--- config.mk ---
export PLATFORM = sky130hd
export DESIGN_NAME = metadata_nal_packer_flat
export DESIGN_NICKNAME = d
export VERILOG_FILES = /design/src/hdl/mnp_pkg.sv /design/src/hdl/mnp_ifs.sv /design/src/hdl/mnp_cfg_regs.sv /design/src/hdl/mnp_core.sv /design/src/hdl/mnp_out_fifo.sv /design/src/hdl/metadata_nal_packer.sv /design/src/flat_wrapper.sv
export SDC_FILE = /design/constraint.sdc
export NUM_CORES = 1
export LEC_CHECK = 0
export BUFFER_PORTS_ARGS = -buffer_cell sky130_fd_sc_hd__buf_2
export CORE_ASPECT_RATIO = 1.5
export CORE_MARGIN = 2
export CORE_UTILIZATION = 45
export CTS_BUF_LIST = sky130_fd_sc_hd__clkbuf_16
export DETAILED_ROUTE_END_ITERATION = 8
export GPL_TIMING_DRIVEN = 1
export PLACE_DENSITY_LB_ADDON = 0.3
export SYNTH_ARGS = -nofsm -noshare
export SYNTH_HDL_FRONTEND = slang
export SYNTH_SLANG_ARGS = --single-unit
export TNS_END_PERCENT = 10
--- constraint.sdc ---
create_clock -name clk -period 8.4 [get_ports clk]
set_clock_uncertainty 0.05 [all_clocks]
set_input_delay 0.84 -clock clk [delete_from_list [all_inputs] [get_ports clk]]
set_output_delay 0.84 -clock clk [all_outputs]
set_load 0.05 [all_outputs]
--- src/hdl/mnp_pkg.sv ---
// ----------------------------------------------------------------------------
// mnp_pkg: shared types, constants and helpers of the metadata NAL packer
// Template and NAL limits, register codes, item and result layouts, and the
// CRC-32/MPEG-2 byte step.
// ----------------------------------------------------------------------------
package mnp_pkg;

  localparam int TEMPLATE_MAX = 256;
  localparam int NAL_CAPACITY = 512;

  localparam int BYTE_W     = 8;
  localparam int LVL_W      = 12;
  localparam int OFF_W      = 11;
  localparam int SIZE_W     = 9;
  localparam int CFG_IDX_W  = 3;
  localparam int CFG_DATA_W = 16;

  // template position holds 0 .. TEMPLATE_MAX
  localparam int POS_W = $clog2(TEMPLATE_MAX + 1);
  // NAL byte count holds 0 .. NAL_CAPACITY
  localparam int CNT_W = $clog2(NAL_CAPACITY + 1);
  // size clamp is done in the wider of the register and position widths
  localparam int SZC_W = (POS_W > SIZE_W) ? POS_W : SIZE_W;
  // bit position in the template; also holds offset + field span
  localparam int GW    = (POS_W + 3 > OFF_W + 1) ? POS_W + 3 : OFF_W + 1;

  localparam int FIELD_BITS = 36;
  localparam int SIZE_MIN   = 7;

  localparam int FIFO_DEPTH = 4;
  localparam int FIFO_PTR_W = $clog2(FIFO_DEPTH);
  localparam int FIFO_CNT_W = $clog2(FIFO_DEPTH + 1);

  localparam logic [31:0]       CRC_POLY = 32'h04C1_1DB7;
  localparam logic [31:0]       CRC_INIT = 32'hFFFF_FFFF;
  localparam logic [BYTE_W-1:0] NAL_HDR0 = 8'h7C;
  localparam logic [BYTE_W-1:0] NAL_HDR1 = 8'h01;
  localparam logic [BYTE_W-1:0] ESC_BYTE = 8'h03;
  localparam logic [LVL_W-1:0]  LVL_MAX  = 12'hFFF;

  typedef enum logic [CFG_IDX_W-1:0] {
    REG_PATCH_OFFSET_PLAIN   = 3'd0,
    REG_PATCH_OFFSET_REFRESH = 3'd1,
    REG_SIZE_PLAIN           = 3'd2,
    REG_SIZE_REFRESH         = 3'd3,
    REG_MIN_LEVEL_CEILING    = 3'd4,
    REG_MAX_LEVEL_FLOOR      = 3'd5,
    REG_MAX_LEVEL_CEILING    = 3'd6,
    REG_AVG_LEVEL_FLOOR      = 3'd7
  } cfg_idx_t;

  typedef enum logic {
    OP_METADATA = 1'b0,
    OP_TEMPLATE = 1'b1
  } op_t;

  typedef struct packed {
    logic [OFF_W-1:0]  patch_offset_plain;
    logic [OFF_W-1:0]  patch_offset_refresh;
    logic [SIZE_W-1:0] size_plain;
    logic [SIZE_W-1:0] size_refresh;
    logic [LVL_W-1:0]  min_level_ceiling;
    logic [LVL_W-1:0]  max_level_floor;
    logic [LVL_W-1:0]  max_level_ceiling;
    logic [LVL_W-1:0]  avg_level_floor;
  } cfg_regs_t;

  typedef struct packed {
    logic              op;
    logic [LVL_W-1:0]  min_level;
    logic [LVL_W-1:0]  max_level;
    logic [LVL_W-1:0]  avg_level;
    logic              new_scene;
    logic [BYTE_W-1:0] template_byte;
  } in_item_t;

  typedef struct packed {
    logic [BYTE_W-1:0] out_byte;
    logic              item_last;
    logic              frame_last;
    logic              overrun;
  } res_t;

  // up to two results written to the output queue in one cycle
  typedef struct packed {
    logic [1:0] cnt;
    res_t       r0;
    res_t       r1;
  } push_t;

  function automatic logic [LVL_W-1:0] clamp_lvl(logic [LVL_W-1:0] v,
                                                 logic [LVL_W-1:0] lo,
                                                 logic [LVL_W-1:0] hi);
    logic [LVL_W-1:0] r;
    if (v < lo) r = lo;
    else if (v > hi) r = hi;
    else r = v;
    return r;
  endfunction

  function automatic logic [31:0] crc_byte(logic [31:0] crc, logic [BYTE_W-1:0] b);
    logic [31:0] c;
    c = crc ^ {b, 24'h00_0000};
    for (int i = 0; i < 8; i++) begin
      c = c[31] ? ((c << 1) ^ CRC_POLY) : (c << 1);
    end
    return c;
  endfunction

endpackage

--- src/hdl/mnp_ifs.sv ---
// ----------------------------------------------------------------------------
// mnp channel interfaces
// Valid/ready channels for input items, result bytes and register writes.
// ----------------------------------------------------------------------------
interface mnp_in_if;
  logic                       valid;
  logic                       ready;
  logic                       op;
  logic [mnp_pkg::LVL_W-1:0]  min_level;
  logic [mnp_pkg::LVL_W-1:0]  max_level;
  logic [mnp_pkg::LVL_W-1:0]  avg_level;
  logic                       new_scene;
  logic [mnp_pkg::BYTE_W-1:0] template_byte;

  modport source (output valid, op, min_level, max_level, avg_level, new_scene,
                  template_byte, input ready);
  modport sink   (input valid, op, min_level, max_level, avg_level, new_scene,
                  template_byte, output ready);
endinterface

interface mnp_out_if;
  logic                       valid;
  logic                       ready;
  logic [mnp_pkg::BYTE_W-1:0] out_byte;
  logic                       item_last;
  logic                       frame_last;
  logic                       overrun;

  modport source (output valid, out_byte, item_last, frame_last, overrun, input ready);
  modport sink   (input valid, out_byte, item_last, frame_last, overrun, output ready);
endinterface

interface mnp_cfg_if;
  logic                           valid;
  logic                           ready;
  logic [mnp_pkg::CFG_IDX_W-1:0]  index;
  logic [mnp_pkg::CFG_DATA_W-1:0] data;

  modport source (output valid, index, data, input ready);
  modport sink   (input valid, index, data, output ready);
endinterface

--- src/hdl/mnp_cfg_regs.sv ---
// ----------------------------------------------------------------------------
// mnp_cfg_regs: configuration register file
// Takes one register write per cycle and holds the packer's settings.
// ----------------------------------------------------------------------------
module mnp_cfg_regs (
  input  logic               clk,
  input  logic               rst_n,
  mnp_cfg_if.sink            cfg_ch,
  output mnp_pkg::cfg_regs_t regs
);

  mnp_pkg::cfg_regs_t regs_r;
  mnp_pkg::cfg_regs_t regs_nxt;

  assign cfg_ch.ready = 1'b1;
  assign regs         = regs_r;

  always_comb begin
    regs_nxt = regs_r;
    if (cfg_ch.valid) begin
      unique case (mnp_pkg::cfg_idx_t'(cfg_ch.index))
        mnp_pkg::REG_PATCH_OFFSET_PLAIN:
          regs_nxt.patch_offset_plain = cfg_ch.data[mnp_pkg::OFF_W-1:0];
        mnp_pkg::REG_PATCH_OFFSET_REFRESH:
          regs_nxt.patch_offset_refresh = cfg_ch.data[mnp_pkg::OFF_W-1:0];
        mnp_pkg::REG_SIZE_PLAIN:
          regs_nxt.size_plain = cfg_ch.data[mnp_pkg::SIZE_W-1:0];
        mnp_pkg::REG_SIZE_REFRESH:
          regs_nxt.size_refresh = cfg_ch.data[mnp_pkg::SIZE_W-1:0];
        mnp_pkg::REG_MIN_LEVEL_CEILING:
          regs_nxt.min_level_ceiling = cfg_ch.data[mnp_pkg::LVL_W-1:0];
        mnp_pkg::REG_MAX_LEVEL_FLOOR:
          regs_nxt.max_level_floor = cfg_ch.data[mnp_pkg::LVL_W-1:0];
        mnp_pkg::REG_MAX_LEVEL_CEILING:
          regs_nxt.max_level_ceiling = cfg_ch.data[mnp_pkg::LVL_W-1:0];
        mnp_pkg::REG_AVG_LEVEL_FLOOR:
          regs_nxt.avg_level_floor = cfg_ch.data[mnp_pkg::LVL_W-1:0];
        default: regs_nxt = regs_r;
      endcase
    end
  end

  always_ff @(posedge clk) begin
    if (!rst_n) begin
      regs_r.patch_offset_plain   <= '0;
      regs_r.patch_offset_refresh <= '0;
      regs_r.size_plain           <= mnp_pkg::SIZE_W'(mnp_pkg::SIZE_MIN);
      regs_r.size_refresh         <= mnp_pkg::SIZE_W'(mnp_pkg::SIZE_MIN);
      regs_r.min_level_ceiling    <= mnp_pkg::LVL_MAX;
      regs_r.max_level_floor      <= '0;
      regs_r.max_level_ceiling    <= mnp_pkg::LVL_MAX;
      regs_r.avg_level_floor      <= '0;
    end else begin
      regs_r <= regs_nxt;
    end
  end

endmodule

--- src/hdl/mnp_core.sv ---
// ----------------------------------------------------------------------------
// mnp_core: input register and per-byte packing logic
// Clamps and latches levels, patches template bytes, runs the CRC, swaps in
// the trailer, inserts escape bytes and guards the NAL capacity.
// ----------------------------------------------------------------------------
module mnp_core (
  input  logic               clk,
  input  logic               rst_n,
  mnp_in_if.sink             in_ch,
  input  mnp_pkg::cfg_regs_t regs,
  input  logic               room,
  output mnp_pkg::push_t     push
);

  localparam int POS_W  = mnp_pkg::POS_W;
  localparam int CNT_W  = mnp_pkg::CNT_W;
  localparam int SZC_W  = mnp_pkg::SZC_W;
  localparam int GW     = mnp_pkg::GW;
  localparam int LVL_W  = mnp_pkg::LVL_W;
  localparam int BYTE_W = mnp_pkg::BYTE_W;

  // input register
  logic              stg_valid_r, stg_valid_nxt;
  mnp_pkg::in_item_t stg_r;

  // frame state
  logic [LVL_W-1:0] min_held_r, min_held_nxt;
  logic [LVL_W-1:0] max_held_r, max_held_nxt;
  logic [LVL_W-1:0] avg_held_r, avg_held_nxt;
  logic             refresh_held_r, refresh_held_nxt;
  logic [POS_W-1:0] byte_pos_r, byte_pos_nxt;
  logic [31:0]      crc_r, crc_nxt;
  logic [1:0]       zero_cnt_r, zero_cnt_nxt;
  logic [CNT_W-1:0] out_cnt_r, out_cnt_nxt;
  logic             aborted_r, aborted_nxt;

  logic fire, accept, in_rdy;

  logic [mnp_pkg::SIZE_W-1:0] size_sel;
  logic [SZC_W-1:0]           size_wide;
  logic [POS_W-1:0]           sz;
  logic [mnp_pkg::OFF_W-1:0]  off;
  logic [GW-1:0]              offx, g;
  logic [5:0]                 fi;
  logic [3:0]                 fj;
  logic [LVL_W-1:0]           fv;
  logic [BYTE_W-1:0]          pb, b;
  logic                       in_crc, in_trl, no_frame, cap_hit, esc;
  logic [1:0]                 tidx;
  logic [LVL_W-1:0]           mx_c, hi_c;

  assign fire        = stg_valid_r && room;
  assign in_rdy      = !stg_valid_r || fire;
  assign in_ch.ready = in_rdy;
  assign accept      = in_ch.valid && in_rdy;

  always_comb begin
    stg_valid_nxt = stg_valid_r;
    if (accept) stg_valid_nxt = 1'b1;
    else if (fire) stg_valid_nxt = 1'b0;
  end

  // template geometry for the open frame
  always_comb begin
    size_sel = refresh_held_r ? regs.size_refresh : regs.size_plain;
    off      = refresh_held_r ? regs.patch_offset_refresh : regs.patch_offset_plain;
    if (SZC_W'(size_sel) < SZC_W'(mnp_pkg::SIZE_MIN)) size_wide = SZC_W'(mnp_pkg::SIZE_MIN);
    else if (SZC_W'(size_sel) > SZC_W'(mnp_pkg::TEMPLATE_MAX))
      size_wide = SZC_W'(mnp_pkg::TEMPLATE_MAX);
    else size_wide = SZC_W'(size_sel);
    sz = size_wide[POS_W-1:0];
  end

  // overwrite the bits that fall inside the 36-bit level field, MSB first
  always_comb begin
    offx = GW'(off);
    pb   = stg_r.template_byte;
    g    = '0;
    fi   = '0;
    fj   = '0;
    fv   = '0;
    for (int k = 0; k < 8; k++) begin
      g = GW'({byte_pos_r, 3'(k)});
      if (g >= offx && g < offx + GW'(mnp_pkg::FIELD_BITS)) begin
        fi = 6'(g - offx);
        if (fi < 6'd12) begin
          fj = 4'(fi);
          fv = min_held_r;
        end else if (fi < 6'd24) begin
          fj = 4'(fi - 6'd12);
          fv = max_held_r;
        end else begin
          fj = 4'(fi - 6'd24);
          fv = avg_held_r;
        end
        pb[7-k] = fv[4'd11 - fj];
      end
    end
  end

  always_comb begin
    in_crc = (byte_pos_r >= POS_W'(1)) && (byte_pos_r <= sz - POS_W'(6));
    in_trl = (byte_pos_r >= sz - POS_W'(5)) && (byte_pos_r <= sz - POS_W'(2));
    tidx   = 2'(byte_pos_r - (sz - POS_W'(5)));
    b      = pb;
    if (in_trl) begin
      unique case (tidx)
        2'd0:    b = crc_r[31:24];
        2'd1:    b = crc_r[23:16];
        2'd2:    b = crc_r[15:8];
        2'd3:    b = crc_r[7:0];
        default: b = pb;
      endcase
    end
    no_frame = (out_cnt_r == '0) || aborted_r || (byte_pos_r >= sz);
    cap_hit  = ({1'b0, out_cnt_r} + (CNT_W+1)'(1)) >= (CNT_W+1)'(mnp_pkg::NAL_CAPACITY);
    esc      = (zero_cnt_r == 2'd2) && (b <= mnp_pkg::ESC_BYTE);
    mx_c     = mnp_pkg::clamp_lvl(stg_r.max_level, regs.max_level_floor,
                                  regs.max_level_ceiling);
    hi_c     = (mx_c == '0) ? mnp_pkg::LVL_MAX : mx_c - LVL_W'(1);
  end

  always_comb begin
    min_held_nxt     = min_held_r;
    max_held_nxt     = max_held_r;
    avg_held_nxt     = avg_held_r;
    refresh_held_nxt = refresh_held_r;
    byte_pos_nxt     = byte_pos_r;
    crc_nxt          = crc_r;
    zero_cnt_nxt     = zero_cnt_r;
    out_cnt_nxt      = out_cnt_r;
    aborted_nxt      = aborted_r;
    push             = '0;
    if (fire) begin
      if (mnp_pkg::op_t'(stg_r.op) == mnp_pkg::OP_METADATA) begin
        min_held_nxt     = (stg_r.min_level > regs.min_level_ceiling) ?
                           regs.min_level_ceiling : stg_r.min_level;
        max_held_nxt     = mx_c;
        avg_held_nxt     = mnp_pkg::clamp_lvl(stg_r.avg_level, regs.avg_level_floor, hi_c);
        refresh_held_nxt = stg_r.new_scene;
        byte_pos_nxt     = '0;
        crc_nxt          = mnp_pkg::CRC_INIT;
        zero_cnt_nxt     = '0;
        aborted_nxt      = 1'b0;
        out_cnt_nxt      = CNT_W'(2);
        push.cnt         = 2'd2;
        push.r0          = '{out_byte: mnp_pkg::NAL_HDR0, item_last: 1'b0,
                             frame_last: 1'b0, overrun: 1'b0};
        push.r1          = '{out_byte: mnp_pkg::NAL_HDR1, item_last: 1'b1,
                             frame_last: 1'b0, overrun: 1'b0};
      end else if (no_frame) begin
        push.cnt = 2'd0;
      end else if (cap_hit) begin
        // abort the frame, report once
        aborted_nxt = 1'b1;
        push.cnt    = 2'd1;
        push.r0     = '{out_byte: '0, item_last: 1'b1, frame_last: 1'b1, overrun: 1'b1};
      end else begin
        if (in_crc) crc_nxt = mnp_pkg::crc_byte(crc_r, pb);
        byte_pos_nxt = byte_pos_r + POS_W'(1);
        if (esc) begin
          push.cnt    = 2'd2;
          push.r0     = '{out_byte: mnp_pkg::ESC_BYTE, item_last: 1'b0,
                          frame_last: 1'b0, overrun: 1'b0};
          push.r1     = '{out_byte: b, item_last: 1'b1,
                          frame_last: (byte_pos_r == sz - POS_W'(1)), overrun: 1'b0};
          out_cnt_nxt = out_cnt_r + CNT_W'(2);
        end else begin
          push.cnt    = 2'd1;
          push.r0     = '{out_byte: b, item_last: 1'b1,
                          frame_last: (byte_pos_r == sz - POS_W'(1)), overrun: 1'b0};
          out_cnt_nxt = out_cnt_r + CNT_W'(1);
        end
        if (b != '0) zero_cnt_nxt = 2'd0;
        else if (esc) zero_cnt_nxt = 2'd1;
        else if (zero_cnt_r < 2'd2) zero_cnt_nxt = zero_cnt_r + 2'd1;
        else zero_cnt_nxt = 2'd2;
      end
    end
  end

  always_ff @(posedge clk) begin
    if (accept) begin
      stg_r <= '{op: in_ch.op, min_level: in_ch.min_level, max_level: in_ch.max_level,
                 avg_level: in_ch.avg_level, new_scene: in_ch.new_scene,
                 template_byte: in_ch.template_byte};
    end
  end

  always_ff @(posedge clk) begin
    if (!rst_n) begin
      stg_valid_r    <= 1'b0;
      min_held_r     <= '0;
      max_held_r     <= '0;
      avg_held_r     <= '0;
      refresh_held_r <= 1'b0;
      byte_pos_r     <= '0;
      crc_r          <= mnp_pkg::CRC_INIT;
      zero_cnt_r     <= '0;
      out_cnt_r      <= '0;
      aborted_r      <= 1'b0;
    end else begin
      stg_valid_r    <= stg_valid_nxt;
      min_held_r     <= min_held_nxt;
      max_held_r     <= max_held_nxt;
      avg_held_r     <= avg_held_nxt;
      refresh_held_r <= refresh_held_nxt;
      byte_pos_r     <= byte_pos_nxt;
      crc_r          <= crc_nxt;
      zero_cnt_r     <= zero_cnt_nxt;
      out_cnt_r      <= out_cnt_nxt;
      aborted_r      <= aborted_nxt;
    end
  end

endmodule

--- src/hdl/mnp_out_fifo.sv ---
// ----------------------------------------------------------------------------
// mnp_out_fifo: result byte queue
// Takes up to two results per cycle and hands out one per request.
// ----------------------------------------------------------------------------
module mnp_out_fifo (
  input  logic                               clk,
  input  logic                               rst_n,
  input  mnp_pkg::push_t                     push,
  mnp_out_if.source                          out_ch,
  output logic [mnp_pkg::FIFO_CNT_W-1:0]     level
);

  localparam int PTR_W = mnp_pkg::FIFO_PTR_W;
  localparam int CW    = mnp_pkg::FIFO_CNT_W;

  mnp_pkg::res_t    mem_r [mnp_pkg::FIFO_DEPTH];
  logic [PTR_W-1:0] wr_ptr_r, wr_ptr_nxt;
  logic [PTR_W-1:0] rd_ptr_r, rd_ptr_nxt;
  logic [CW-1:0]    level_r, level_nxt;
  logic             pop;
  mnp_pkg::res_t    head;

  assign head              = mem_r[rd_ptr_r];
  assign out_ch.valid      = (level_r != '0);
  assign out_ch.out_byte   = head.out_byte;
  assign out_ch.item_last  = head.item_last;
  assign out_ch.frame_last = head.frame_last;
  assign out_ch.overrun    = head.overrun;
  assign level             = level_r;

  assign pop = out_ch.valid && out_ch.ready;

  always_comb begin
    wr_ptr_nxt = wr_ptr_r + PTR_W'(push.cnt);
    rd_ptr_nxt = rd_ptr_r + PTR_W'(pop);
    level_nxt  = level_r + CW'(push.cnt) - CW'(pop);
  end

  always_ff @(posedge clk) begin
    if (push.cnt != 2'd0) mem_r[wr_ptr_r] <= push.r0;
    if (push.cnt == 2'd2) mem_r[wr_ptr_r + PTR_W'(1)] <= push.r1;
  end

  always_ff @(posedge clk) begin
    if (!rst_n) begin
      wr_ptr_r <= '0;
      rd_ptr_r <= '0;
      level_r  <= '0;
    end else begin
      wr_ptr_r <= wr_ptr_nxt;
      rd_ptr_r <= rd_ptr_nxt;
      level_r  <= level_nxt;
    end
  end

endmodule

--- src/hdl/metadata_nal_packer.sv ---
// ----------------------------------------------------------------------------
// metadata_nal_packer: luminance metadata NAL unit packer
// Patches levels into a streamed template, adds a CRC-32/MPEG-2 trailer, the
// NAL header and emulation prevention bytes, and guards the NAL capacity.
// ----------------------------------------------------------------------------
// A metadata request yields the two NAL header bytes; each template byte
// request inside an open frame yields its byte, preceded by a 0x03 when two
// zeros precede a byte of 3 or less, or a single overrun result once the NAL
// capacity is reached. A request waits in the input register and is then
// processed into a four-entry result queue; the block takes one request per
// cycle as long as the queue has room for two results. The result port moves
// one byte per cycle while the receiver is ready, so requests that yield two
// bytes hold it longer and that port sets the sustained rate. Register writes
// take effect once registered; there is no clearing pass after reset.
module metadata_nal_packer (
  input  logic      clk,
  input  logic      rst_n,
  mnp_in_if.sink    in_ch,
  mnp_out_if.source out_ch,
  mnp_cfg_if.sink   cfg_ch
);

  mnp_pkg::cfg_regs_t                 regs;
  mnp_pkg::push_t                     push;
  logic [mnp_pkg::FIFO_CNT_W-1:0]     level;
  logic                               room;

  assign room = level <= mnp_pkg::FIFO_CNT_W'(mnp_pkg::FIFO_DEPTH - 2);

  mnp_cfg_regs u_cfg (
    .clk    (clk),
    .rst_n  (rst_n),
    .cfg_ch (cfg_ch),
    .regs   (regs)
  );

  mnp_core u_core (
    .clk   (clk),
    .rst_n (rst_n),
    .in_ch (in_ch),
    .regs  (regs),
    .room  (room),
    .push  (push)
  );

  mnp_out_fifo u_fifo (
    .clk    (clk),
    .rst_n  (rst_n),
    .push   (push),
    .out_ch (out_ch),
    .level  (level)
  );

  a_level_bound: assert property (@(posedge clk) disable iff (!rst_n)
    level <= mnp_pkg::FIFO_CNT_W'(mnp_pkg::FIFO_DEPTH))
    else $error("result queue over depth");

  a_push_room: assert property (@(posedge clk) disable iff (!rst_n)
    push.cnt != 2'd0 |-> $past(level) <= mnp_pkg::FIFO_CNT_W'(mnp_pkg::FIFO_DEPTH) &&
                         room)
    else $error("results written without queue room");

  a_pair_order: assert property (@(posedge clk) disable iff (!rst_n)
    push.cnt == 2'd2 |-> !push.r0.item_last && push.r1.item_last && !push.r0.frame_last)
    else $error("two-result request out of order");

  a_overrun_fields: assert property (@(posedge clk) disable iff (!rst_n)
    push.cnt != 2'd0 && push.r0.overrun |-> push.cnt == 2'd1 && push.r0.frame_last &&
                                            push.r0.out_byte == '0)
    else $error("malformed overrun result");

endmodule

--- src/flat_wrapper.sv ---
// flat-port wrapper written by rule: the top's interface ports become plain ports
module metadata_nal_packer_flat 
  (clk, rst_n, in_ch_valid, in_ch_op, in_ch_min_level, in_ch_max_level, in_ch_avg_level, in_ch_new_scene, in_ch_template_byte, in_ch_ready, out_ch_valid, out_ch_out_byte, out_ch_item_last, out_ch_frame_last, out_ch_overrun, out_ch_ready, cfg_ch_valid, cfg_ch_index, cfg_ch_data, cfg_ch_ready);
  mnp_in_if in_ch_i ();
  mnp_out_if out_ch_i ();
  mnp_cfg_if cfg_ch_i ();
  input  logic clk;
  input  logic rst_n;
  input wire logic [$bits(in_ch_i.valid)-1:0] in_ch_valid;
  input wire logic [$bits(in_ch_i.op)-1:0] in_ch_op;
  input wire logic [$bits(in_ch_i.min_level)-1:0] in_ch_min_level;
  input wire logic [$bits(in_ch_i.max_level)-1:0] in_ch_max_level;
  input wire logic [$bits(in_ch_i.avg_level)-1:0] in_ch_avg_level;
  input wire logic [$bits(in_ch_i.new_scene)-1:0] in_ch_new_scene;
  input wire logic [$bits(in_ch_i.template_byte)-1:0] in_ch_template_byte;
  output wire logic [$bits(in_ch_i.ready)-1:0] in_ch_ready;
  output wire logic [$bits(out_ch_i.valid)-1:0] out_ch_valid;
  output wire logic [$bits(out_ch_i.out_byte)-1:0] out_ch_out_byte;
  output wire logic [$bits(out_ch_i.item_last)-1:0] out_ch_item_last;
  output wire logic [$bits(out_ch_i.frame_last)-1:0] out_ch_frame_last;
  output wire logic [$bits(out_ch_i.overrun)-1:0] out_ch_overrun;
  input wire logic [$bits(out_ch_i.ready)-1:0] out_ch_ready;
  input wire logic [$bits(cfg_ch_i.valid)-1:0] cfg_ch_valid;
  input wire logic [$bits(cfg_ch_i.index)-1:0] cfg_ch_index;
  input wire logic [$bits(cfg_ch_i.data)-1:0] cfg_ch_data;
  output wire logic [$bits(cfg_ch_i.ready)-1:0] cfg_ch_ready;
  assign in_ch_i.valid = in_ch_valid;
  assign in_ch_i.op = in_ch_op;
  assign in_ch_i.min_level = in_ch_min_level;
  assign in_ch_i.max_level = in_ch_max_level;
  assign in_ch_i.avg_level = in_ch_avg_level;
  assign in_ch_i.new_scene = in_ch_new_scene;
  assign in_ch_i.template_byte = in_ch_template_byte;
  assign in_ch_ready = in_ch_i.ready;
  assign out_ch_valid = out_ch_i.valid;
  assign out_ch_out_byte = out_ch_i.out_byte;
  assign out_ch_item_last = out_ch_i.item_last;
  assign out_ch_frame_last = out_ch_i.frame_last;
  assign out_ch_overrun = out_ch_i.overrun;
  assign out_ch_i.ready = out_ch_ready;
  assign cfg_ch_i.valid = cfg_ch_valid;
  assign cfg_ch_i.index = cfg_ch_index;
  assign cfg_ch_i.data = cfg_ch_data;
  assign cfg_ch_ready = cfg_ch_i.ready;
  metadata_nal_packer u_core (.clk(clk), .rst_n(rst_n), .in_ch(in_ch_i), .out_ch(out_ch_i), .cfg_ch(cfg_ch_i));
endmodule
==> run summary, run 1 <==
CP bufs+invs - 7
DRC errors left - 0
n_diodes - 0
RSZ-0062 raised after global routing - false
CTS Buffer Depth - 3
share of cells above drive strength 1 - 11.4%
slew of the pin with the lowest slew margin - 1180 ps
post-place setup slack - 636 ps
H-tree depth - 1
first-pass GRT wire length - 105 mm
Placed Cells - 3039
worst reg2reg setup slack - 550 ps
num rows - 96
Starting Density - 45.6%
Leakage - 8.90 nW
DPL Wire Length - 51.1 mm
Tcrit/Tclk final - 93.4%
Mean Syn Cell Area - 8.48 um^2
Hold Fails Final Rpt - 0
crit-path leading delay family - simple AND/OR/NAND/NOR gates
Yosys top cell area share - 18.3%
maximum number of pins on one net before global-route repair - 97
Final TNS setup - 0 ps
y dimension of the die - 268 um
Final setup viols - 0
Worst-path clk slew - 60 ps
latest clock arrival within the worst-skew pair - 600 ps
post-layout power - 0.00474 W
status - finished clean
Worst Hold Class - input pin to flip-flop
Crit path largest cell delay - 850 ps
Synth-to-Final Area Change - 8.71%
clock root cell - clkbuf_16
Synth async-reset ratio - 0%
crit end category - flip-flop
die area - 0.0483 mm^2
vias in the first global route - 19000
most common cell in the netlist - nand2_1
Slew Viols, Final - 0
cell accounting for the most synthesized area - dfxtp_1
post-synth cell types - 104
Finished Layout Cells - 3093
setup ws final - 554 ps
core area - 0.0459 mm^2
Overflow after GRT - 0
min cycle time layout - 7850 ps
Worst setup SP type - flip-flop
Ys Warns - 0
sequential area share after synthesis - 30.6%
synthesized flop and latch total - 277
Area contributors post-synth - dfxtp_1 18%, edfxtp_1 12%, ha_1 8.8%
Starting DRT DRC Count - 1133
total setup buffers inserted after CTS - 0
Total Wirelength - 67.1 mm
critical path type - flip-flop to flip-flop
ys flop type - dfxtp_1
GRT Overall Usage - 27.4%
Vias - 19000
number of vias per cell - 6.15
Port Buffer Count - 78
initial antenna violation count - 0
Num CTS Buffers - 29
Initial DRT Pass Iterations - 5
Slew headroom - 20.8%
WL/cell - 21.7 um
max_cap viols - 0
Routed Antenna Nets - 0
Post-layout nets - 2702
slowest cell on the critical path - dfxtp_1
I/O pin count - 84
synthesized area - 0.0209 mm^2
CTS tree - done
Fillers - 4408
Max Fclk - 127 MHz
width of the chip - 180 um
GP Congestion - 1.06
Sink Count - 277
Mapped Cells - 2471
Critical Path AT - 8240 ps
Power Density - 208 mW/mm^2
IR drop worst, VDD - 200 uV
EDFF count, synth - 86
CP max FO - 18
Post-synth top cells - 334 x nand2_1, 208 x nor2_1, 191 x dfxtp_1
worst endpoint required time - 8790 ps
worst paths after layout:
path,startpoint,depth (start not counted),to
max reg2reg,u_core.u_core.refresh_held_r$_SDFFE_PN0P_,32,u_core.u_fifo.level[2]$_SDFF_PN0_
min,in_ch_min_level[9],1,u_core.u_core.stg_r[42]$_DFFE_PP_
max,u_core.u_core.refresh_held_r$_SDFFE_PN0P_,32,u_core.u_fifo.level[2]$_SDFF_PN0_
min reg2reg,u_core.u_cfg.regs[73]$_SDFFE_PN0P_,2,u_core.u_cfg.regs[73]$_SDFFE_PN0P_
cell type report:
| cell class | count | area (um^2) | area share [%] |
|---|---|---|---|
| well taps | 588 | 736 | 3.23 |
| clock inverters | 25 | 225 | 0.989 |
| multi-input cells | 1938 | 13500 | 59.4 |
| inverters | 113 | 424 | 1.86 |
| clock buffers | 29 | 726 | 3.19 |
| flip-flops and latches | 277 | 6410 | 28.1 |
| repair buffers | 123 | 728 | 3.20 |
placed cells by master (no fill, tap or decap), types with 42 or more instances in the layout:
cell type	n
mux2i_1	86
a21o_1	45
o211ai_1	47
dfxtp_1	191
inv_1	108
nand2_1	334
xnor2_1	90
xor2_1	47
a21oi_1	181
nand3_1	51
buf_4	45
nor3_1	42
edfxtp_1	86
nor2_1	207
buf_2	78
ha_1	147
o21ai_0	103
where the power goes:
| part | switching [W] | total (W) | internal [W] | leakage (nW) |
|---|---|---|---|---|
| Sequential | 0.000115 | 0.00158 | 0.00147 | 2.37 |
| Combinational | 0.00112 | 0.00186 | 0.000744 | 6.06 |
| Clock | 0.000592 | 0.00130 | 0.000706 | 0.470 |
per-stage QoR:
stage / utilization, % / hold slack, ps / cell area (um^2)
6_report: 49.6 / 365 / 22800
5_1_grt: 49.6 / 345 / 22800
4_1_cts: 49.6 / 345 / 22800
3_5_place_dp: 47.5 / 398 / 21800
3_3_place_gp: 47.5 / 393 / 21800
2_1_floorplan: - / 383 / 21000
state kept, by name, summed over array words and instances (netlist names):
name and flops:
u_core.u_core.out_cnt_r 10, u_core.u_core.aborted_r 1, u_core.u_core.avg_held_r 12, u_core.u_core.crc_r 32, u_core.u_core.zero_cnt_r 2, u_core.u_fifo.level 3, u_core.u_core.max_held_r 12, u_core.u_fifo.wr_ptr_r 2
u_core.u_core.byte_pos_r 9, u_core.u_fifo.rd_ptr_r 2, u_core.u_core.stg_r 46, u_core.u_core.min_held_r 12, u_core.u_core.stg_valid_r 1, u_core.u_core.refresh_held_r 1, u_core.u_fifo.mem_r 44, u_core.u_cfg.regs 88
per-layer routing:
layer | vias up | global-route usage (%) | wire, um
met2 | 699 | 50.1 | 33400
met1 | 9019 | 28.5 | 24000
met4 | 0 | 22.3 | 6210
li1 | 9041 | - | -
met5 | - | 0 | 0
met3 | 268 | 2.99 | 3520
kinds of logic after synthesis:
kind of cell             synth area share (%)
buffers and inverters                    5.03
AND/OR/NAND/NOR                          18.2
flip-flops                               30.6
adder cells (fa/ha/maj)                  9.12
XOR/XNOR                                 6.83
AO/OA/AOI/OAI                            21.7
other                                  0.0179
multiplexers                             8.56
repair_timing:
| item | CTS | global route |
|---|---|---|
| hold buffers | 0 | 0 |
| resized for setup | 0 | 1 |
| endpoints found under the setup margin | 0 | 1 |
No activity file was read; power rests on OpenSTA's default activity.
==> inputs of run 2 (changes only) <==
--- a/config.mk
+++ b/config.mk
@@ -9,7 +9,6 @@
 export CORE_ASPECT_RATIO = 1.5
 export CORE_MARGIN = 2
 export CORE_UTILIZATION = 45
-export CTS_BUF_LIST = sky130_fd_sc_hd__clkbuf_16
 export DETAILED_ROUTE_END_ITERATION = 8
 export GPL_TIMING_DRIVEN = 1
 export PLACE_DENSITY_LB_ADDON = 0.3
==> run summary, run 2 (same netlist as run 1, synthesis figures left out) <==
status - finished clean
min cycle time layout - 7840 ps (-1.66 ps)
GP Congestion - 1.06 (unchanged)
clock root cell - clkbuf_16
Final setup viols - 0 (unchanged)
Final TNS setup - 0 ps (unchanged)
maximum number of pins on one net before global-route repair - 97 (unchanged)
Total Wirelength - 67.3 mm (+0.28%)
initial antenna violation count - 0 (unchanged)
most common cell after layout, fill and taps aside - nand2_1
die area - 0.0483 mm^2 (unchanged)
GRT Overall Usage - 27.4% (about the same)
I/O pin count - 84 (unchanged)
Max Fclk - 127 MHz (about the same)
first-pass GRT wire length - 105 mm (about the same)
crit end category - flip-flop
num rows - 96 (unchanged)
max_cap viols - 0 (unchanged)
critical path type - flip-flop to flip-flop
n_diodes - 0 (unchanged)
Leakage - 8.91 nW (about the same)
Slew headroom - 19.2% (-1.5 points)
Vias - 19100 (+0.47%)
share of cells above drive strength 1 - 11.5% (+0.12 points)
y dimension of the die - 268 um (unchanged)
DPL Wire Length - 51.1 mm (unchanged)
Worst Hold Class - input pin to flip-flop
Crit path largest cell delay - 850 ps (about the same)
fin util - 49.7% (+0.065 points)
Routed Antenna Nets - 0 (unchanged)
Slew Viols, Final - 0 (unchanged)
CTS tree - done
Initial DRT Pass Iterations - 5 (unchanged)
Tcrit/Tclk final - 93.4% (about the same)
core area - 0.0459 mm^2 (unchanged)
Starting Density - 45.6% (unchanged)
CP max FO - 18 (unchanged)
hold buffer count at CTS - 0 (unchanged)
WL/cell - 21.8 um (+0.28%)
Critical Path AT - 8240 ps (about the same)
Synth-to-Final Area Change - 8.85%
Worst-path clk slew - 60 ps (about the same)
width of the chip - 180 um (unchanged)
worst endpoint required time - 8790 ps (about the same)
CTS Buffer Depth - 3 (unchanged)
commonest cells after routing, fill and taps aside - 334 x nand2_1, 207 x nor2_1, 191 x dfxtp_1, 181 x a21oi_1, 147 x ha_1
slowest cell on the critical path - dfxtp_1
number of vias per cell - 6.18 (+0.47%)
H-tree depth - 1 (unchanged)
Num CTS Buffers - 29 (unchanged)
DRC errors left - 0 (unchanged)
max reg flops - 88 (unchanged)
Hold Fails Final Rpt - 0 (unchanged)
worst reg2reg setup slack - 560 ps (about the same)
vias in the first global route - 19000 (+0.011%)
IR drop worst, VDD - 200 uV (about the same)
latest clock arrival within the worst-skew pair - 600 ps (about the same)
Port Buffer Count - 78 (unchanged)
Post-layout nets - 2702 (unchanged)
Starting DRT DRC Count - 1188 (+4.9%)
Overflow after GRT - 0 (unchanged)
Worst setup SP type - flip-flop
Sink Count - 277 (unchanged)
RSZ-0062 raised after global routing - false
Power Density - 209 mW/mm^2 (+0.46%)
slew of the pin with the lowest slew margin - 1210 ps (+22.5 ps)
## run 2: path summary, 6_finish.rpt
path | from | end | depth (start not counted)
worst max-delay path | u_core.u_core.refresh_held_r$_SDFFE_PN0P_ | u_core.u_fifo.level[2]$_SDFF_PN0_ | 32
worst min-delay path | in_ch_min_level[9] | u_core.u_core.stg_r[42]$_DFFE_PP_ | 1
worst max register to register | u_core.u_core.refresh_held_r$_SDFFE_PN0P_ | u_core.u_fifo.level[2]$_SDFF_PN0_ | 32
worst min register to register | u_core.u_cfg.regs[73]$_SDFFE_PN0P_ | u_core.u_cfg.regs[73]$_SDFFE_PN0P_ | 2
## run 2: cell type report
cell class	instances	area, um^2
multi-input combinational	1938	13500
clock inverter	20	206
inverter	113	424
timing repair buffer	123	728
clock buffer	34	774
fill	4407	23100
tap	588	736
sequential	277	6410
## run 2: what timing repair did
action / 4_1_cts / 5_1_grt
endpoints found under the setup margin: 0 / 1
setup buffers: 0 / 0
resized for setup: 0 / 1
## run 2: where the power goes
part           switching [W]  internal, W  leakage (nW)  total, W
clock               0.000590     0.000736         0.478   0.00133
combinational        0.00112     0.000744          6.06   0.00186
sequential          0.000115      0.00147          2.37   0.00158
total                0.00182      0.00295          8.91   0.00477
## run 2: metrics by stage
stage / hold slack, ps / std cells / setup WS [ps] / cell area (um^2) / total power (W)
2_1_floorplan: 383 / 2473 / 1630 / 21000 / 0.00299
3_3_place_gp: 393 / 3039 / 673 / 21800 / 0.00341
3_5_place_dp: 398 / 3039 / 636 / 21800 / 0.00345
4_1_cts: 345 / 3093 / 597 / 22800 / 0.00478
5_1_grt: 345 / 3093 / 17.9 / 22800 / 0.00502
6_report: 366 / 3093 / 555 / 22800 / 0.00477
## run 2: layer usage
| layer | vias to the layer above | GRT usage (%) | routed length [um] |
|---|---|---|---|
| met4 | 0 | 22.3 | 6210 |
| li1 | 9039 | - | - |
| met1 | 9090 | 28.5 | 24200 |
| met2 | 722 | 50.1 | 33400 |
| met5 | - | 0 | 0 |
| met3 | 265 | 2.99 | 3420 |
## run 2: worst max-delay path, delay by kind of cell, from the launching register on
kind / cells / cell delay [ps]
simple gates: 9 / 2060
compound gates: 7 / 1940
fa+ha+maj: 5 / 1210
buf+inv: 7 / 890
flops: 1 / 850
xor+xnor: 3 / 500
mux: 1 / 170
==> inputs of run 3 (changes only) <==
--- a/config.mk
+++ b/config.mk
@@ -6,7 +6,7 @@
 export NUM_CORES = 1
 export LEC_CHECK = 0
 export BUFFER_PORTS_ARGS = -buffer_cell sky130_fd_sc_hd__buf_2
-export CORE_ASPECT_RATIO = 1.5
+export CORE_ASPECT_RATIO = 1.1
 export CORE_MARGIN = 2
 export CORE_UTILIZATION = 45
 export DETAILED_ROUTE_END_ITERATION = 8
==> run summary, run 3 (same netlist as run 1, synthesis figures left out) <==
status - finished clean
share of cells above drive strength 1 - 11.4% (-0.16 points)
Total Wirelength - 65.3 mm (-3.0%)
Fillers - 4323 (-1.9%)
Starting Density - 45.8% (+0.12 points)
fin util - 50.0% (+0.36 points)
Worst Hold Class - flip-flop to flip-flop
worst endpoint required time - 8770 ps (-20 ps)
slew of the pin with the lowest slew margin - 1200 ps (-9.52 ps)
worst reg2reg setup slack - 490 ps (-60 ps)
Starting DRT DRC Count - 1429 (+20%)
Synth-to-Final Area Change - 9.35%
Clk pwr share - 30.6% (+2.8 points)
critical path type - flip-flop to flip-flop
Reg power frac - 32.0% (-1.2 points)
commonest cells after routing, fill and taps aside - 334 x nand2_1, 207 x nor2_1, 191 x dfxtp_1, 181 x a21oi_1, 147 x ha_1
crit end category - flip-flop
Worst-path clk slew - 60 ps (about the same)
max reg flops - 88 (unchanged)
CP max FO - 20 (+2)
die area - 0.0483 mm^2 (about the same)
NetSw - 0.00186 W (+2.0%)
maximum number of pins on one net before global-route repair - 94 (-3.1%)
core area - 0.0458 mm^2 (-0.27%)
Critical Path AT - 8280 ps (+40 ps)
Worst setup SP type - flip-flop
total setup buffers inserted after CTS - 0 (unchanged)
Internal - 0.00310 W (+5.0%)
max_cap viols - 0 (unchanged)
Routed Antenna Nets - 0 (unchanged)
GP Congestion - 0.983 (-7.4%)
num rows - 82 (-15%)
Setup crit end - u_core.u_fifo.level[2]$_SDFF_PN0_
initial antenna violation count - 0 (unchanged)
r2r startpoint - u_core.u_core.refresh_held_r$_SDFFE_PN0P_
Post-layout nets - 2699 (-0.11%)
number of vias per cell - 6.17 (-0.22%)
Vias - 19100 (-0.22%)
Hold Fails Final Rpt - 0 (unchanged)
Final setup viols - 0 (unchanged)
Tcrit/Tclk final - 94.2% (+0.77 points)
Max Fclk - 126 MHz (-0.82%)
WL/cell - 21.1 um (-3.0%)
Gate power share - 37.4% (-1.6 points)
vias in the first global route - 18100 (-4.8%)
Crit path largest cell delay - 740 ps (-110 ps)
slowest cell on the critical path - a221oi_1
hold buffer count at CTS - 0 (unchanged)
Power Density - 216 mW/mm^2 (+3.3%)
y dimension of the die - 230 um (-14%)
Worst Setup SP - u_core.u_core.refresh_held_r$_SDFFE_PN0P_
first-pass GRT wire length - 101 mm (-4.0%)
RSZ-0062 raised after global routing - false
Leakage - 8.95 nW (+0.47%)
Sink Count - 277 (unchanged)
worst flop-to-flop path endpoint - u_core.u_fifo.level[2]$_SDFF_PN0_
CTS Buffer Depth - 3 (unchanged)
n_diodes - 0 (unchanged)
H-tree depth - 2 (+1)
Reg2Reg Depth - 27 (-16%)
Slew headroom - 19.6% (+0.40 points)
Overflow after GRT - 0 (unchanged)
DRC errors left - 0 (unchanged)
Slew Viols, Final - 0 (unchanged)
GRT Overall Usage - 26.4% (-1.0 points)
Final TNS setup - 0 ps (unchanged)
DPL Wire Length - 48.2 mm (-5.6%)
clock root cell - clkbuf_16
switching share of total power - 37.5% (-0.68 points)
post-CTS sizing - 0 (unchanged)
hold_ws - 403 ps (+36.8 ps)
most common cell after layout, fill and taps aside - nand2_1
CTS tree - done
Port Buffer Count - 78 (unchanged)
Num CTS Buffers - 34 (+17%)
latest clock arrival within the worst-skew pair - 560 ps (-40 ps)
IR drop worst, VDD - 172 uV (-14%)
Initial DRT Pass Iterations - 5 (unchanged)
min cycle time layout - 7910 ps (+64.5 ps)
width of the chip - 210 um (+16%)
I/O pin count - 84 (unchanged)
==> run 3: cell count changes in the layout (fill, tap and decap cells not counted), moves of 2 or more <==
| cell | change |
|---|---|
| inv_6 | +2 |
| clkbuf_1 | +3 |
| clkbuf_16 | +7 |
| clkinvlp_4 | -2 |
| buf_4 | -8 |
==> run 3: layer usage <==
layer  vias up  part of all wire (%)  global-route usage (%)
li1       9039                     -                       -
met1      9146                    41                    32.1
met2       685                    47                    44.8
met3       203                   5.8                    4.22
met4         0                   5.9                    14.4
met5         -                     0                       0
==> run 3: cell type report <==
cell class / instances / area [um^2] / share of cell area (%)
repair buffers: 115 / 668 / 2.92
clock inverters: 18 / 188 / 0.820
clock buffers: 44 / 961 / 4.20
inverters: 113 / 425 / 1.86
flip-flops and latches: 277 / 6410 / 28.0
multi-input cells: 1938 / 13500 / 59.0
well taps: 588 / 736 / 3.21
==> run 3: how the worst min path moves through the flow <==
stage	from	depth (start not counted)	end	slack, ps
6_report	u_core.u_cfg.regs[87]$_SDFFE_PN0P_	2	u_core.u_cfg.regs[87]$_SDFFE_PN0P_	400
2_1_floorplan	u_core.u_cfg.regs[56]$_SDFFE_PN0P_	2	u_core.u_cfg.regs[56]$_SDFFE_PN0P_	380
3_3_place_gp	u_core.u_cfg.regs[82]$_SDFFE_PN0P_	2	u_core.u_cfg.regs[82]$_SDFFE_PN0P_	390
5_1_grt	in_ch_avg_level[1]	1	u_core.u_core.stg_r[10]$_DFFE_PP_	390
4_1_cts	in_ch_template_byte[3]	1	u_core.u_core.stg_r[3]$_DFFE_PP_	380
3_5_place_dp	u_core.u_cfg.regs[86]$_SDFFE_PN0P_	2	u_core.u_cfg.regs[86]$_SDFFE_PN0P_	400
==> run 3: critical path: cells and delay by family (launching register included) <==
kind                     cells  cell delay [ps]
AO/OA/AOI/OAI                8             2830
multiplexers                 1               90
AND/OR/NAND/NOR              6             1390
XOR/XNOR                     3              490
buffers and inverters        5             1100
adder cells (fa/ha/maj)      4             1310
flip-flops                   1              520
==> run 3: metrics by stage <==
step | total power, W | setup slack [ps] | cell area, um^2 | instances
floorplan | 0.00299 | 1630 | 21000 | 2473
global placement | 0.00340 | 719 | 21800 | 3031
detailed placement | 0.00343 | 626 | 21800 | 3031
CTS | 0.00496 | 584 | 22900 | 3093
global route | 0.00519 | 104 | 22900 | 3093
finish | 0.00495 | 491 | 22900 | 3093
==> run 3: power by group through the flow <==
| stage | logic [W] | clock network, W | registers [W] |
|---|---|---|---|
| 2_1_floorplan | 0.00144 | 0 | 0.00154 |
| 3_3_place_gp | 0.00180 | 0 | 0.00161 |
| 3_5_place_dp | 0.00182 | 0 | 0.00161 |
| 4_1_cts | 0.00184 | 0.00154 | 0.00158 |
| 5_1_grt | 0.00200 | 0.00159 | 0.00159 |
| 6_report | 0.00186 | 0.00151 | 0.00159 |
